`config.mk`:
```
export PLATFORM = sky130hd
export DESIGN_NAME = pixel_hit_clusterer
export DESIGN_NICKNAME = d
export VERILOG_FILES = /design/src/sv/phc_pkg.sv /design/src/sv/phc_divider.sv /design/src/sv/pixel_hit_clusterer.sv
export SDC_FILE = /design/constraint.sdc
export NUM_CORES = 2
export LEC_CHECK = 0
export CORE_ASPECT_RATIO = 0.7
export CORE_MARGIN = 2
export CORE_UTILIZATION = 33
export CTS_BUF_LIST = sky130_fd_sc_hd__clkbuf_4
export CTS_CLUSTER_SIZE = 28
export DETAILED_ROUTE_END_ITERATION = 8
export DONT_BUFFER_PORTS = 1
export PLACE_DENSITY = 0.49
export SKIP_CTS_REPAIR_TIMING = 1
export SLEW_MARGIN = 5
export SYNTH_ARGS = -nofsm -noshare
export SYNTH_HDL_FRONTEND = slang
export SYNTH_SLANG_ARGS = --single-unit
```
`constraint.sdc`:
```
create_clock -name clk -period 12.9 [get_ports clk]
set_clock_uncertainty 0.05 [all_clocks]
set_input_delay 1.29 -clock clk [delete_from_list [all_inputs] [get_ports clk]]
set_output_delay 1.29 -clock clk [all_outputs]
set_load 0.005 [all_outputs]
```
`src/sv/phc_pkg.sv`:
```
// ----------------------------------------------------------------------------
// phc_pkg
// Shared types and constants of the pixel hit clusterer.
// ----------------------------------------------------------------------------
`default_nettype none
package phc_pkg;
  localparam int PixelCapacity = 64;
  localparam int FractionBits  = 6;
  localparam int AddrW         = $clog2(PixelCapacity);
  localparam int CountW        = $clog2(PixelCapacity + 1);
  localparam int MaxResults    = 64;
  localparam int ResW          = $clog2(MaxResults + 1);
  localparam int ColW          = 11;
  localparam int RowW          = 10;
  localparam int WeightW       = 4;
  localparam logic [WeightW-1:0] WeightMax = 4'd15;
  localparam int WsumW         = WeightW + CountW;
  localparam int CsumW         = ColW + WsumW;
  localparam int RsumW         = RowW + WsumW;
  localparam int CDivW         = CsumW + FractionBits;
  localparam int RDivW         = RsumW + FractionBits;

  typedef struct packed {
    logic [10:0] pixel_column;
    logic [9:0]  pixel_row;
    logic        hit_present;
    logic        event_end;
  } in_beat_t;

  typedef struct packed {
    logic        cluster_valid;
    logic [6:0]  pixel_count;
    logic [6:0]  column_extent;
    logic [6:0]  row_extent;
    logic [16:0] column_centroid;
    logic [15:0] row_centroid;
    logic        store_overflow;
    logic        last_of_event;
  } out_beat_t;

  // divider handshake
  typedef struct packed {
    logic             start;
    logic [CDivW-1:0] cnum;
    logic [RDivW-1:0] rnum;
    logic [WsumW-1:0] den;
  } div_req_t;

  typedef struct packed {
    logic        done;
    logic [16:0] cquo;
    logic [15:0] rquo;
  } div_rsp_t;
endpackage
`default_nettype wire

```
`src/sv/phc_divider.sv`:
```
// ----------------------------------------------------------------------------
// phc_divider
// Restoring divider, one quotient bit per cycle, two numerators, shared
// denominator.
// ----------------------------------------------------------------------------
`default_nettype none
module phc_divider (
  input  wire logic             clk,
  input  wire logic             rst_n,
  input  wire phc_pkg::div_req_t req,
  output phc_pkg::div_rsp_t     rsp
);
  localparam int CW = phc_pkg::CDivW;
  localparam int RW = phc_pkg::RDivW;
  localparam int DW = phc_pkg::WsumW;
  localparam int StepW = $clog2(CW + 1);

  logic             busy_r, busy_nxt;
  logic [StepW-1:0] step_r, step_nxt;
  logic [CW-1:0]    cq_r, cq_nxt;
  logic [RW-1:0]    rq_r, rq_nxt;
  logic [DW:0]      crem_r, crem_nxt, rrem_r, rrem_nxt;
  logic [DW-1:0]    den_r;
  logic             done_r, done_nxt;
  logic [DW:0]      ctry, rtry;

  always_comb begin
    busy_nxt = busy_r;
    step_nxt = step_r;
    cq_nxt   = cq_r;
    rq_nxt   = rq_r;
    crem_nxt = crem_r;
    rrem_nxt = rrem_r;
    done_nxt = 1'b0;
    ctry = {crem_r[DW-1:0], cq_r[CW-1]};
    rtry = {rrem_r[DW-1:0], rq_r[RW-1]};
    if (req.start) begin
      busy_nxt = 1'b1;
      step_nxt = StepW'(CW);
      cq_nxt   = req.cnum;
      rq_nxt   = req.rnum;
      crem_nxt = '0;
      rrem_nxt = '0;
    end else if (busy_r) begin
      if (ctry >= {1'b0, den_r}) begin
        crem_nxt = ctry - {1'b0, den_r};
        cq_nxt   = {cq_r[CW-2:0], 1'b1};
      end else begin
        crem_nxt = ctry;
        cq_nxt   = {cq_r[CW-2:0], 1'b0};
      end
      if (step_r <= StepW'(RW)) begin
        if (rtry >= {1'b0, den_r}) begin
          rrem_nxt = rtry - {1'b0, den_r};
          rq_nxt   = {rq_r[RW-2:0], 1'b1};
        end else begin
          rrem_nxt = rtry;
          rq_nxt   = {rq_r[RW-2:0], 1'b0};
        end
      end
      step_nxt = step_r - 1'b1;
      if (step_r == StepW'(1)) begin
        busy_nxt = 1'b0;
        done_nxt = 1'b1;
      end
    end
  end

  always_ff @(posedge clk) begin
    if (!rst_n) begin
      busy_r <= 1'b0;
      done_r <= 1'b0;
      step_r <= '0;
    end else begin
      busy_r <= busy_nxt;
      done_r <= done_nxt;
      step_r <= step_nxt;
    end
    cq_r   <= cq_nxt;
    rq_r   <= rq_nxt;
    crem_r <= crem_nxt;
    rrem_r <= rrem_nxt;
    if (req.start) den_r <= req.den;
  end

  assign rsp.done = done_r;
  assign rsp.cquo = cq_r[16:0];
  assign rsp.rquo = rq_r[15:0];
endmodule
`default_nettype wire

```
`src/sv/pixel_hit_clusterer.sv`:
```
// ----------------------------------------------------------------------------
// pixel_hit_clusterer
// Groups one event's fired pixels into clusters, one result per cluster.
// ----------------------------------------------------------------------------
// Input: a beat is taken at a clock edge with start high and busy low.
// Beats without event_end store their pixel (if hit_present);
// busy stays low. A beat with event_end raises busy and starts clustering
// over the n stored pixels, held in a 64-entry pixel memory (one read per
// cycle, registered data) plus taken and member flag registers.
// Growth, per seed: passes over the n entries; a taken entry is skipped, an
// untaken one is read and probed against each entry until it faces a member.
// Passes repeat until one adds nothing.
// Weighting: each member is probed against every entry for its weight and
// summed; other entries are skipped. The divide is launched, the divider
// runs, then emit. The beat shows on out_valid the cycle after emit.
// Empty event: its beat shows the cycle after the closing beat is taken.
// After the last beat the clear state follows, then busy drops.
// Results: out_valid pulses for one cycle per beat; the receiver cannot
// stall. Reset: empties the store, gap_allowance returns to 1.
// cfg_we writes gap_allowance; the user must keep writes to idle, the block has no guard for it.
// ----------------------------------------------------------------------------
`default_nettype none
module pixel_hit_clusterer (
  input  wire logic                 clk,
  input  wire logic                 rst_n,
  input  wire logic                 start,
  output logic                      busy,
  input  wire phc_pkg::in_beat_t    in_data,
  output logic                      out_valid,
  output phc_pkg::out_beat_t        out_data,
  input  wire logic                 cfg_we,
  input  wire logic [1:0]           cfg_wdata
);
  localparam int AW = phc_pkg::AddrW;
  localparam int CNW = phc_pkg::CountW;
  localparam int N = phc_pkg::PixelCapacity;

  localparam logic [3:0] S_IDLE = 4'd0, S_SEED = 4'd1, S_GI = 4'd2,
    S_GP = 4'd3, S_GPW = 4'd4, S_WI = 4'd5, S_WP = 4'd6, S_WPW = 4'd7,
    S_ACC = 4'd8, S_DIV = 4'd9, S_EMIT = 4'd10, S_CLR = 4'd11, S_IW = 4'd12,
    S_WIW = 4'd13;

  logic [3:0] st_r;
  logic [1:0] gap_r;
  logic [CNW-1:0] cnt_r;
  logic ovf_r;
  logic [N-1:0] taken_r, incl_r;

  logic [phc_pkg::ColW-1:0] mem_col [N];
  logic [phc_pkg::RowW-1:0] mem_row [N];
  logic [phc_pkg::ColW-1:0] rd_col_r;
  logic [phc_pkg::RowW-1:0] rd_row_r;
  logic rd_en;
  logic [AW-1:0] rd_addr;

  logic [AW-1:0] seed_r, i_r, p_r;
  logic grow_r;
  logic [phc_pkg::ColW-1:0] ic_r;
  logic [phc_pkg::RowW-1:0] ir_r;
  logic [phc_pkg::WeightW-1:0] w_r;
  logic [CNW-1:0] size_r;
  logic [phc_pkg::WsumW-1:0] wsum_r;
  logic [phc_pkg::CsumW-1:0] csum_r;
  logic [phc_pkg::RsumW-1:0] rsum_r;
  logic [phc_pkg::ColW-1:0] cmin_r, cmax_r;
  logic [phc_pkg::RowW-1:0] rmin_r, rmax_r;
  logic [phc_pkg::ResW-1:0] nres_r;
  phc_pkg::out_beat_t od_r;
  logic ov_r;
  logic last_seed;
  phc_pkg::div_req_t dreq;
  phc_pkg::div_rsp_t drsp;

  wire acc = start && !busy;
  wire [AW-1:0] nlast = AW'(cnt_r - 1'b1);
  wire [phc_pkg::ColW-1:0] dc = (rd_col_r > ic_r) ? rd_col_r - ic_r : ic_r - rd_col_r;
  wire [phc_pkg::RowW-1:0] dr = (rd_row_r > ir_r) ? rd_row_r - ir_r : ir_r - rd_row_r;
  wire facing = (dc == '0 && dr <= {8'd0, gap_r}) || (dr == '0 && dc <= {9'd0, gap_r});
  wire near = dc <= 11'd1 && dr <= 10'd1;
  wire joined = incl_r[p_r] && facing;
  wire empty_end = acc && in_data.event_end && !in_data.hit_present && cnt_r == '0;

  assign busy = st_r != S_IDLE;

  phc_divider u_div (.clk(clk), .rst_n(rst_n), .req(dreq), .rsp(drsp));

  // memory read address
  always_comb begin
    rd_en = 1'b1;
    rd_addr = p_r;
    unique case (st_r)
      S_GI, S_WI: rd_addr = i_r;
      default: rd_addr = p_r;
    endcase
  end

  always_ff @(posedge clk) begin
    if (acc && in_data.hit_present && cnt_r < CNW'(N)) begin
      mem_col[cnt_r[AW-1:0]] <= in_data.pixel_column;
      mem_row[cnt_r[AW-1:0]] <= in_data.pixel_row;
    end
    if (rd_en) begin
      rd_col_r <= mem_col[rd_addr];
      rd_row_r <= mem_row[rd_addr];
    end
  end

  always_comb begin
    last_seed = 1'b1;
    for (int k = 0; k < N; k++)
      if (k > int'(seed_r) && k < int'(cnt_r) && !taken_r[k]) last_seed = 1'b0;
  end

  always_comb begin
    dreq.start = st_r == S_ACC && i_r == nlast && p_r == AW'(1);
    dreq.cnum = {csum_r, {phc_pkg::FractionBits{1'b0}}};
    dreq.rnum = {rsum_r, {phc_pkg::FractionBits{1'b0}}};
    dreq.den = wsum_r;
  end

  always_ff @(posedge clk) begin
    if (!rst_n) begin
      st_r <= S_IDLE;
      gap_r <= 2'd1;
      cnt_r <= '0;
      ovf_r <= 1'b0;
      taken_r <= '0;
      ov_r <= 1'b0;
    end else begin
      ov_r <= (st_r == S_EMIT) || (st_r == S_IDLE && empty_end);
      if (cfg_we) gap_r <= cfg_wdata;
      unique case (st_r)
        S_IDLE: if (acc) begin
          if (in_data.hit_present) begin
            if (cnt_r < CNW'(N)) cnt_r <= cnt_r + 1'b1;
            else ovf_r <= 1'b1;
          end
          if (in_data.event_end) begin
            seed_r <= '0;
            nres_r <= '0;
            if (in_data.hit_present || cnt_r != '0) st_r <= S_SEED;
            else begin
              od_r <= {1'b0, 7'd0, 7'd0, 7'd0, 17'd0, 16'd0, ovf_r, 1'b1};
              st_r <= S_CLR;
            end
          end
        end
        S_SEED: begin
          if (taken_r[seed_r]) begin
            seed_r <= seed_r + 1'b1;
          end else begin
            taken_r[seed_r] <= 1'b1;
            incl_r <= {{(N-1){1'b0}}, 1'b1} << seed_r;
            i_r <= '0;
            grow_r <= 1'b0;
            st_r <= S_GI;
          end
        end
        S_GI: begin
          if (taken_r[i_r]) begin
            if (i_r == nlast) begin
              if (grow_r) begin i_r <= '0; grow_r <= 1'b0; end
              else begin i_r <= '0; p_r <= '0; st_r <= S_WI; end
            end else i_r <= i_r + 1'b1;
          end else st_r <= S_IW;
        end
        S_IW: begin
          ic_r <= rd_col_r; ir_r <= rd_row_r; p_r <= '0; st_r <= S_GP;
        end
        S_GP: st_r <= S_GPW;
        S_GPW: begin
          if (joined) begin
            taken_r[i_r] <= 1'b1;
            incl_r[i_r] <= 1'b1;
          end
          if (p_r == nlast || joined) begin
            if (i_r == nlast) begin
              i_r <= '0;
              if (grow_r || joined) begin
                grow_r <= 1'b0; st_r <= S_GI;
              end else st_r <= S_WI;
            end else begin
              i_r <= i_r + 1'b1;
              st_r <= S_GI;
              if (joined) grow_r <= 1'b1;
            end
          end else begin p_r <= p_r + 1'b1; st_r <= S_GP; end
        end
        S_WI: begin
          if (i_r == '0) begin
            size_r <= '0; wsum_r <= '0; csum_r <= '0; rsum_r <= '0;
            cmin_r <= '1; cmax_r <= '0; rmin_r <= '1; rmax_r <= '0;
          end
          if (!incl_r[i_r]) begin
            if (i_r == nlast) begin p_r <= AW'(1); st_r <= S_ACC; end
            else i_r <= i_r + 1'b1;
          end else st_r <= S_WIW;
        end
        S_WIW: begin
          ic_r <= rd_col_r; ir_r <= rd_row_r; p_r <= '0; w_r <= 4'd1;
          st_r <= S_WP;
        end
        S_WP: st_r <= S_WPW;
        S_WPW: begin
          if (p_r != i_r && incl_r[p_r] && near && w_r != phc_pkg::WeightMax)
            w_r <= w_r + 1'b1;
          if (p_r == nlast) begin
            st_r <= S_ACC;
            p_r <= '0;
          end else begin p_r <= p_r + 1'b1; st_r <= S_WP; end
        end
        S_ACC: begin
          if (p_r == '0) begin
            size_r <= size_r + 1'b1;
            wsum_r <= wsum_r + phc_pkg::WsumW'(w_r);
            csum_r <= csum_r + phc_pkg::CsumW'(w_r) * phc_pkg::CsumW'(ic_r);
            rsum_r <= rsum_r + phc_pkg::RsumW'(w_r) * phc_pkg::RsumW'(ir_r);
            if (ic_r < cmin_r) cmin_r <= ic_r;
            if (ic_r > cmax_r) cmax_r <= ic_r;
            if (ir_r < rmin_r) rmin_r <= ir_r;
            if (ir_r > rmax_r) rmax_r <= ir_r;
            if (i_r == nlast) p_r <= AW'(1);
            else begin i_r <= i_r + 1'b1; st_r <= S_WI; end
          end else st_r <= S_DIV;
        end
        S_DIV: if (drsp.done) st_r <= S_EMIT;
        S_EMIT: begin
          od_r.cluster_valid <= 1'b1;
          od_r.pixel_count <= (size_r > 7'd127) ? 7'd127 : 7'(size_r);
          od_r.column_extent <= ((cmax_r - cmin_r) >= 11'd127) ? 7'd127
                                : 7'(cmax_r - cmin_r + 1'b1);
          od_r.row_extent <= ((rmax_r - rmin_r) >= 10'd127) ? 7'd127
                             : 7'(rmax_r - rmin_r + 1'b1);
          od_r.column_centroid <= drsp.cquo;
          od_r.row_centroid <= drsp.rquo;
          od_r.store_overflow <= ovf_r;
          od_r.last_of_event <= last_seed ||
            nres_r == phc_pkg::ResW'(phc_pkg::MaxResults - 1) || seed_r == nlast;
          nres_r <= nres_r + 1'b1;
          if (last_seed || seed_r == nlast ||
              nres_r == phc_pkg::ResW'(phc_pkg::MaxResults - 1)) st_r <= S_CLR;
          else begin seed_r <= seed_r + 1'b1; st_r <= S_SEED; end
        end
        S_CLR: begin
          taken_r <= '0;
          cnt_r <= '0;
          ovf_r <= 1'b0;
          st_r <= S_IDLE;
        end
        default: st_r <= S_IDLE;
      endcase
    end
  end

  assign out_valid = ov_r;
  assign out_data = od_r;
endmodule
`default_nettype wire

```
# Word-level counts from Yosys, hierarchy flattened
# Memories as Yosys holds them, arrays and structs flattened. A register that Yosys moved wholly into a read port is not among the register bits.
# Index checks and enable logic that the tools add are counted.
# word_totals
word_cells	731
register_bits	449
in_bits	29
output_inout_bits	59
memories	2
latchBits	0
mem_bits_ro	0
mem_bits_rw	1344
# mem_list
name	words	width	read_ports	rd_clocked_by_memory_dff	write_ports	line	text
mem_col	64	11	1	1	1	pixel_hit_clusterer.sv:49	logic [phc_pkg::ColW-1:0] mem_col [N];
mem_row	64	10	1	1	1	pixel_hit_clusterer.sv:50	logic [phc_pkg::RowW-1:0] mem_row [N];
# op_classes
order_cmp	148
div_mod_pow	0
addsub	22
reduce_logical	262
eq_ne	51
shifts	1
n_mux	196
n_bitwise	5
multipliers	2
# ops
op	count
$mux W64	4
$lt A6 B7 Y1 const A	32
$gt A6 B6 Y1 const A	32
$or A64 B64 Y64	3
$pmux W64 S3	1
$mux W57	3
$logic_and A1 B1 Y1	144
$pmux W64 S2	1
$mux W6	20
$pmux W57 S2	1
$lt A5 B7 Y1 const A	16
$mux W11	10
$gt A5 B6 Y1 const A	16
$mux W1	87
$mux W27	3
$mux W10	7
$mux W7	10
$mux W4	17
$pmux W11 S2	3
$logic_not A1 Y1	65
$shl A1 B6 Y64 const A	1
$lt A4 B7 Y1 const A	8
$mux W28	2
$sub A11 B11 Y11	5
86 further kinds	196

# Longest topological paths before layout
# logic_depth
word_depth	70
mapped_depth	19
depth_no_buf	18

# Cells and area by module
# Synthesis repeated with hierarchy kept, for this count alone.
# hier_totals
hier_cells	5803
hier_area_um2	84996.5
# modules_own_cells
module	n_inst	seq_area_each_um2	area_per_inst_um2	cells_each
pixel_hit_clusterer	1	50618.5	79710.2	5338
phc_divider	1	2562.5	5286.3	465

# Worst setup path before layout
# No wires, ideal clock.
# synth_timing
path_kind	reg2reg
startpoint	register ic_r[7] (netlist bit)
endpoint	register incl_r[0], enable pin
synth_period_minus_slack_ps	7143
slack_ps	5757
path_stages_with_launch	18
n_path_buf	2
required_time_ps	12356
arrival_time_ps	6600
setup_time_ps	494
cell_sequence	edfxtp_1 -> ha_1 -> buf_2 -> nand4_1 -> or4_4 -> and3_4 -> a21boi_4 -> buf_6 -> mux2_2 -> ha_1 -> nor2b_1 -> o21ai_0 -> nand2_1 -> o22ai_1 -> nand4_1 -> nor4_4 -> a21oi_1 -> nor2b_1
# synth_via
elab_chain_len	8
# synth_lines
element	line	text
start, declared	pixel_hit_clusterer.sv:58	logic [phc_pkg::ColW-1:0] ic_r;
start signal, assigned	pixel_hit_clusterer.sv:168	ic_r <= rd_col_r; ir_r <= rd_row_r; p_r <= '0; st_r <= S_GP;
start signal, assigned	pixel_hit_clusterer.sv:200	ic_r <= rd_col_r; ir_r <= rd_row_r; p_r <= '0; w_r <= 4'd1;
$sub A11 B11 Y11 / $gt A11 B11 Y1 (equally long branches)	pixel_hit_clusterer.sv:76	wire [phc_pkg::ColW-1:0] dc = (rd_col_r > ic_r) ? rd_col_r - ic_r : ic_r - rd_col_r;
$mux W11 *	pixel_hit_clusterer.sv:76	
$le A11 B2 Y1 / $logic_not A11 Y1 (equally long branches)	pixel_hit_clusterer.sv:78	wire facing = (dc == '0 && dr <= {8'd0, gap_r}) || (dr == '0 && dc <= {9'd0, gap_r});
$logic_and A1 B1 Y1	pixel_hit_clusterer.sv:78	
$logic_or A1 B1 Y1 *	pixel_hit_clusterer.sv:78	
$logic_and A1 B1 Y1 *	pixel_hit_clusterer.sv:80	wire joined = incl_r[p_r] && facing;
$ne A2 B2 Y1 (no source line) *	--	
$reduce_and A4 Y1 (no source line) *	--	
end signal, assigned	pixel_hit_clusterer.sv:153	incl_r <= {{(N-1){1'b0}}, 1'b1} << seed_r;
end, declared	pixel_hit_clusterer.sv:47	logic [N-1:0] taken_r, incl_r;
# Mark *: on every way between the ends. The rest lies on a longest branch, timed or not.
# A chain may end at the register's enable or synchronous reset.

# Final worst setup path
# layout_timing
startpoint	register st_r[2]
endpoint	register rd_col_r[6] (netlist bit) (read register of mem_col)
# layout_via
elab_chain_len	3
# layout_lines
element	line	text
start, declared	pixel_hit_clusterer.sv:43	logic [3:0] st_r;
start signal, assigned	pixel_hit_clusterer.sv:123	st_r <= S_IDLE;
start signal, assigned	pixel_hit_clusterer.sv:141	if (in_data.hit_present || cnt_r != '0) st_r <= S_SEED;
start signal, assigned	pixel_hit_clusterer.sv:144	st_r <= S_CLR;
$eq A4 B3 Y1 / $eq A4 B2 Y1 (equally long branches)	pixel_hit_clusterer.sv:91	unique case (st_r)
$reduce_or A2 Y1 *	pixel_hit_clusterer.sv:91	
$mux W6 *	pixel_hit_clusterer.sv:91	
end, declared	pixel_hit_clusterer.sv:51	logic [phc_pkg::ColW-1:0] rd_col_r;
# Marked as above.

==> results.json <==
{
  "status": "complete, no violations",
  "cp-startpoint": "st_r[2]",
  "hold_start": "in_data[2]",
  "place_hpwl_um": 157000,
  "synth_area_leaders": "edfxtp_1 (59%), mux4_2 (10%), dfxtp_1 (3.3%)",
  "drtIter0Drc": 7460,
  "grt_pass1_wl_um": 381000,
  "wl_per_cell_um": 28.1,
  "synth_cell_types": 87,
  "drv_slew": 0,
  "synth_ff_type": "edfxtp_1",
  "synthMuxAreaShare_pct": 10.9,
  "yosys_warnings": 0,
  "final_area_um2": 95400,
  "synth_xor_area_share_pct": 1.30,
  "die_height_um": 427,
  "numPortBuffers": 0,
  "yosysTopAreaCell": "edfxtp_1",
  "clk_latency_ps": 1330,
  "async_reset_ff_share_pct": 0,
  "syn-mean-instance-area_um2": 14.2,
  "grt_max_degree": 118,
  "drc": 0,
  "synth-simple-area-share_pct": 8.67,
  "rsz0062_at_grt": "no",
  "worstSetupPathType": "register to register",
  "worstMarginPinSlew_ps": 1300,
  "io_pins": 88,
  "syn-num-nets": 6237,
  "critical_path_required_ps": 13920,
  "grt_overflow": 0,
  "gp_congestion": 0.914,
  "regArea_um2": 53100,
  "place_inst": 9038,
  "cts_tree": "done",
  "fmax_mhz": 148,
  "die_area_um2": 260000,
  "setup_viol": 0,
  "multiInputGateArea_um2": 29600,
  "synth.most_common_cell": "edfxtp_1",
  "ant_nets": 0,
  "clk_pin_slew_ps": 70,
  "grtUsageTotal_pct": 19.9,
  "yosys.area.top_type_share_pct": 59.4,
  "viasPerCell": 5.55,
  "tns_ps": 0,
  "wirelength_um": 279000,
  "synth_top_family_by_area": "multiplexers",
  "antenna_found_initial": 24,
  "slew_headroom_pct": 13.0,
  "core-area_um2": 255000,
  "fin_crit_sh_pct": 52.2,
  "synth.cells.most_frequent": "edfxtp_1 (1673), nand2_1 (498), mux4_2 (375), nor2_1 (312), clkbuf_1 (296)",
  "finalCriticalPeriod_ps": 6730,
  "max_cap_viol_count": 0,
  "synthAdderAreaFrac_pct": 4.55,
  "ys_seq_area_share_pct": 62.8,
  "reg2reg_from": "st_r[2]",
  "cp_data_arrival_time_ps": 7760,
  "fin_cells": 9914,
  "nFillCells": 24400,
  "die_x_um": 609,
  "p_per_area_nw_per_um2": 164,
  "htree_levels": 5,
  "hold_viol": 0,
  "synth_edf_count": 1673,
  "start_util_pct": 33.2,
  "cts_buffers": 465,
  "startpoint_type": "register",
  "nNetsFinal": 6484,
  "grt_pass1_vias": 54200,
  "clock_path_buffers": 4,
  "vdd_ir_drop_max_mv": 0.144,
  "cts-root-buf": "clkbuf_4",
  "drtPass1Iterations": 6,
  "row_count": 155,
  "drive_above_1_share_pct": 21.8,
  "hold_path.class": "input pin to register",
  "area_growth_pct": 12.9,
  "synth_cells": 5941,
  "p_leak_nw": 32.1,
  "worstSetupEndpointType": "register",
  "worstPathMaxFanout": 78,
  "cts.sinks": 1814,
  "dpl_cell_area_um2": 88600,
  "ys_ff_latch": 1814,
  "route.vias.total": 55000,
  "syn_area_um2": 84500,
  "synth_compound_area_share_pct": 8.88,
  "final_util_pct": 37.4
}
-- kinds of logic (layout without fill, tap and decap cells) --
family | after synthesis | after routing
AO/OA/AOI/OAI | 1138 | 1138
other | 0 | 10
AND/OR/NAND/NOR | 1521 | 1521
multiplexers | 452 | 452
XOR/XNOR | 124 | 124
adder cells (fa/ha/maj) | 268 | 268
buffers and inverters | 624 | 1212
flip-flops | 1814 | 1814
-- state kept, by name (all words and copies together) (netlist names), 21 cells and up --
signal and cells:
out_data 57, csum_r 22, u_div.rq_r 27, incl_r 64, taken_r 64, u_div.cq_r 28, rsum_r 21, mem_row 640
mem_col 704
-- layout make-up --
| cell class | instances | area share (%) |
|---|---|---|
| antenna | 10 | 0.0262 |
| clock buffer | 679 | 5.34 |
| clock inverter | 129 | 0.709 |
| inverter | 242 | 0.952 |
| multi-input combinational | 3503 | 31.0 |
| sequential | 1814 | 55.6 |
| tap | 3375 | 4.43 |
| timing repair buffer | 162 | 1.92 |
-- power by group --
group          switching (W)  internal [W]  leakage [nW]  total (W)
clock                0.00245       0.00250          3.44    0.00495
combinational        0.00254       0.00134          12.5    0.00388
sequential          0.000188       0.00660          16.2    0.00679
-- worst max-delay path, cell delays in order, from the launching register on --
cell	delay (ps)
dfxtp_1	740
nor2b_1	540
a21oi_1	160
nor2_2	700
mux2i_4	440
buf_12	520
buf_4	770
mux4_2	350
and2_1	120
a211oi_1	50
a31oi_1	870
a21oi_1	190
a21oi_1	830
-- layout by cell type, fill, tap and decap left out, types with 42 or more instances in the layout --
cell      Yosys  layout
edfxtp_1   1673    1673
clkbuf_4      0     679
nand2_1     498     496
mux4_2      375     375
nor2_1      312     248
a21oi_1     247     247
inv_1       239     237
o21ai_0     223     222
ha_1        201     201
a211oi_1    149     149
nand3_1     149     149
dfxtp_1     141     140
and2_1      133     133
nor3_1      120     115
clkinv_1      3     104
buf_4         0      98
and3_1       76      76
o22ai_1      74      74
fa_1         66      66
xnor2_1      63      63
xor2_1       60      60
a31oi_1      59      57
a21oi_2      50      50
mux2i_1      55      49
a311oi_1     47      47
nor2_4        0      42
-- routing by layer --
layer	track usage (%)	up-vias	wire length, um
met3	5.07	488	32000
met1	29.8	28100	127000
met5	0	-	117
met4	5.18	16	6270
met2	28.3	2646	113000
li1	-	23800	-
-- stage by stage --
| step | hold WS (ps) | total power, W | setup WS [ps] |
|---|---|---|---|
| final | 141 | 0.0156 | 6170 |
| after global routing | -28.0 | 0.0163 | 5890 |
| after CTS | -153 | 0.0156 | 6240 |
| after detailed placement | 396 | 0.0106 | 6240 |
| after global placement | 394 | 0.0106 | 6290 |
| after floorplan | 359 | 0.00925 | 5760 |
-- final timing paths --
path	end	cells after the start	slack [ps]
setup / recovery	rd_col_r[6]	12	6170
hold / removal	mem_row[30][0]	0	140
setup reg to reg	rd_col_r[6]	12	6170
hold reg to reg	u_div.den_r[2]	0	410
No activity file was read; power rests on OpenSTA's default activity.
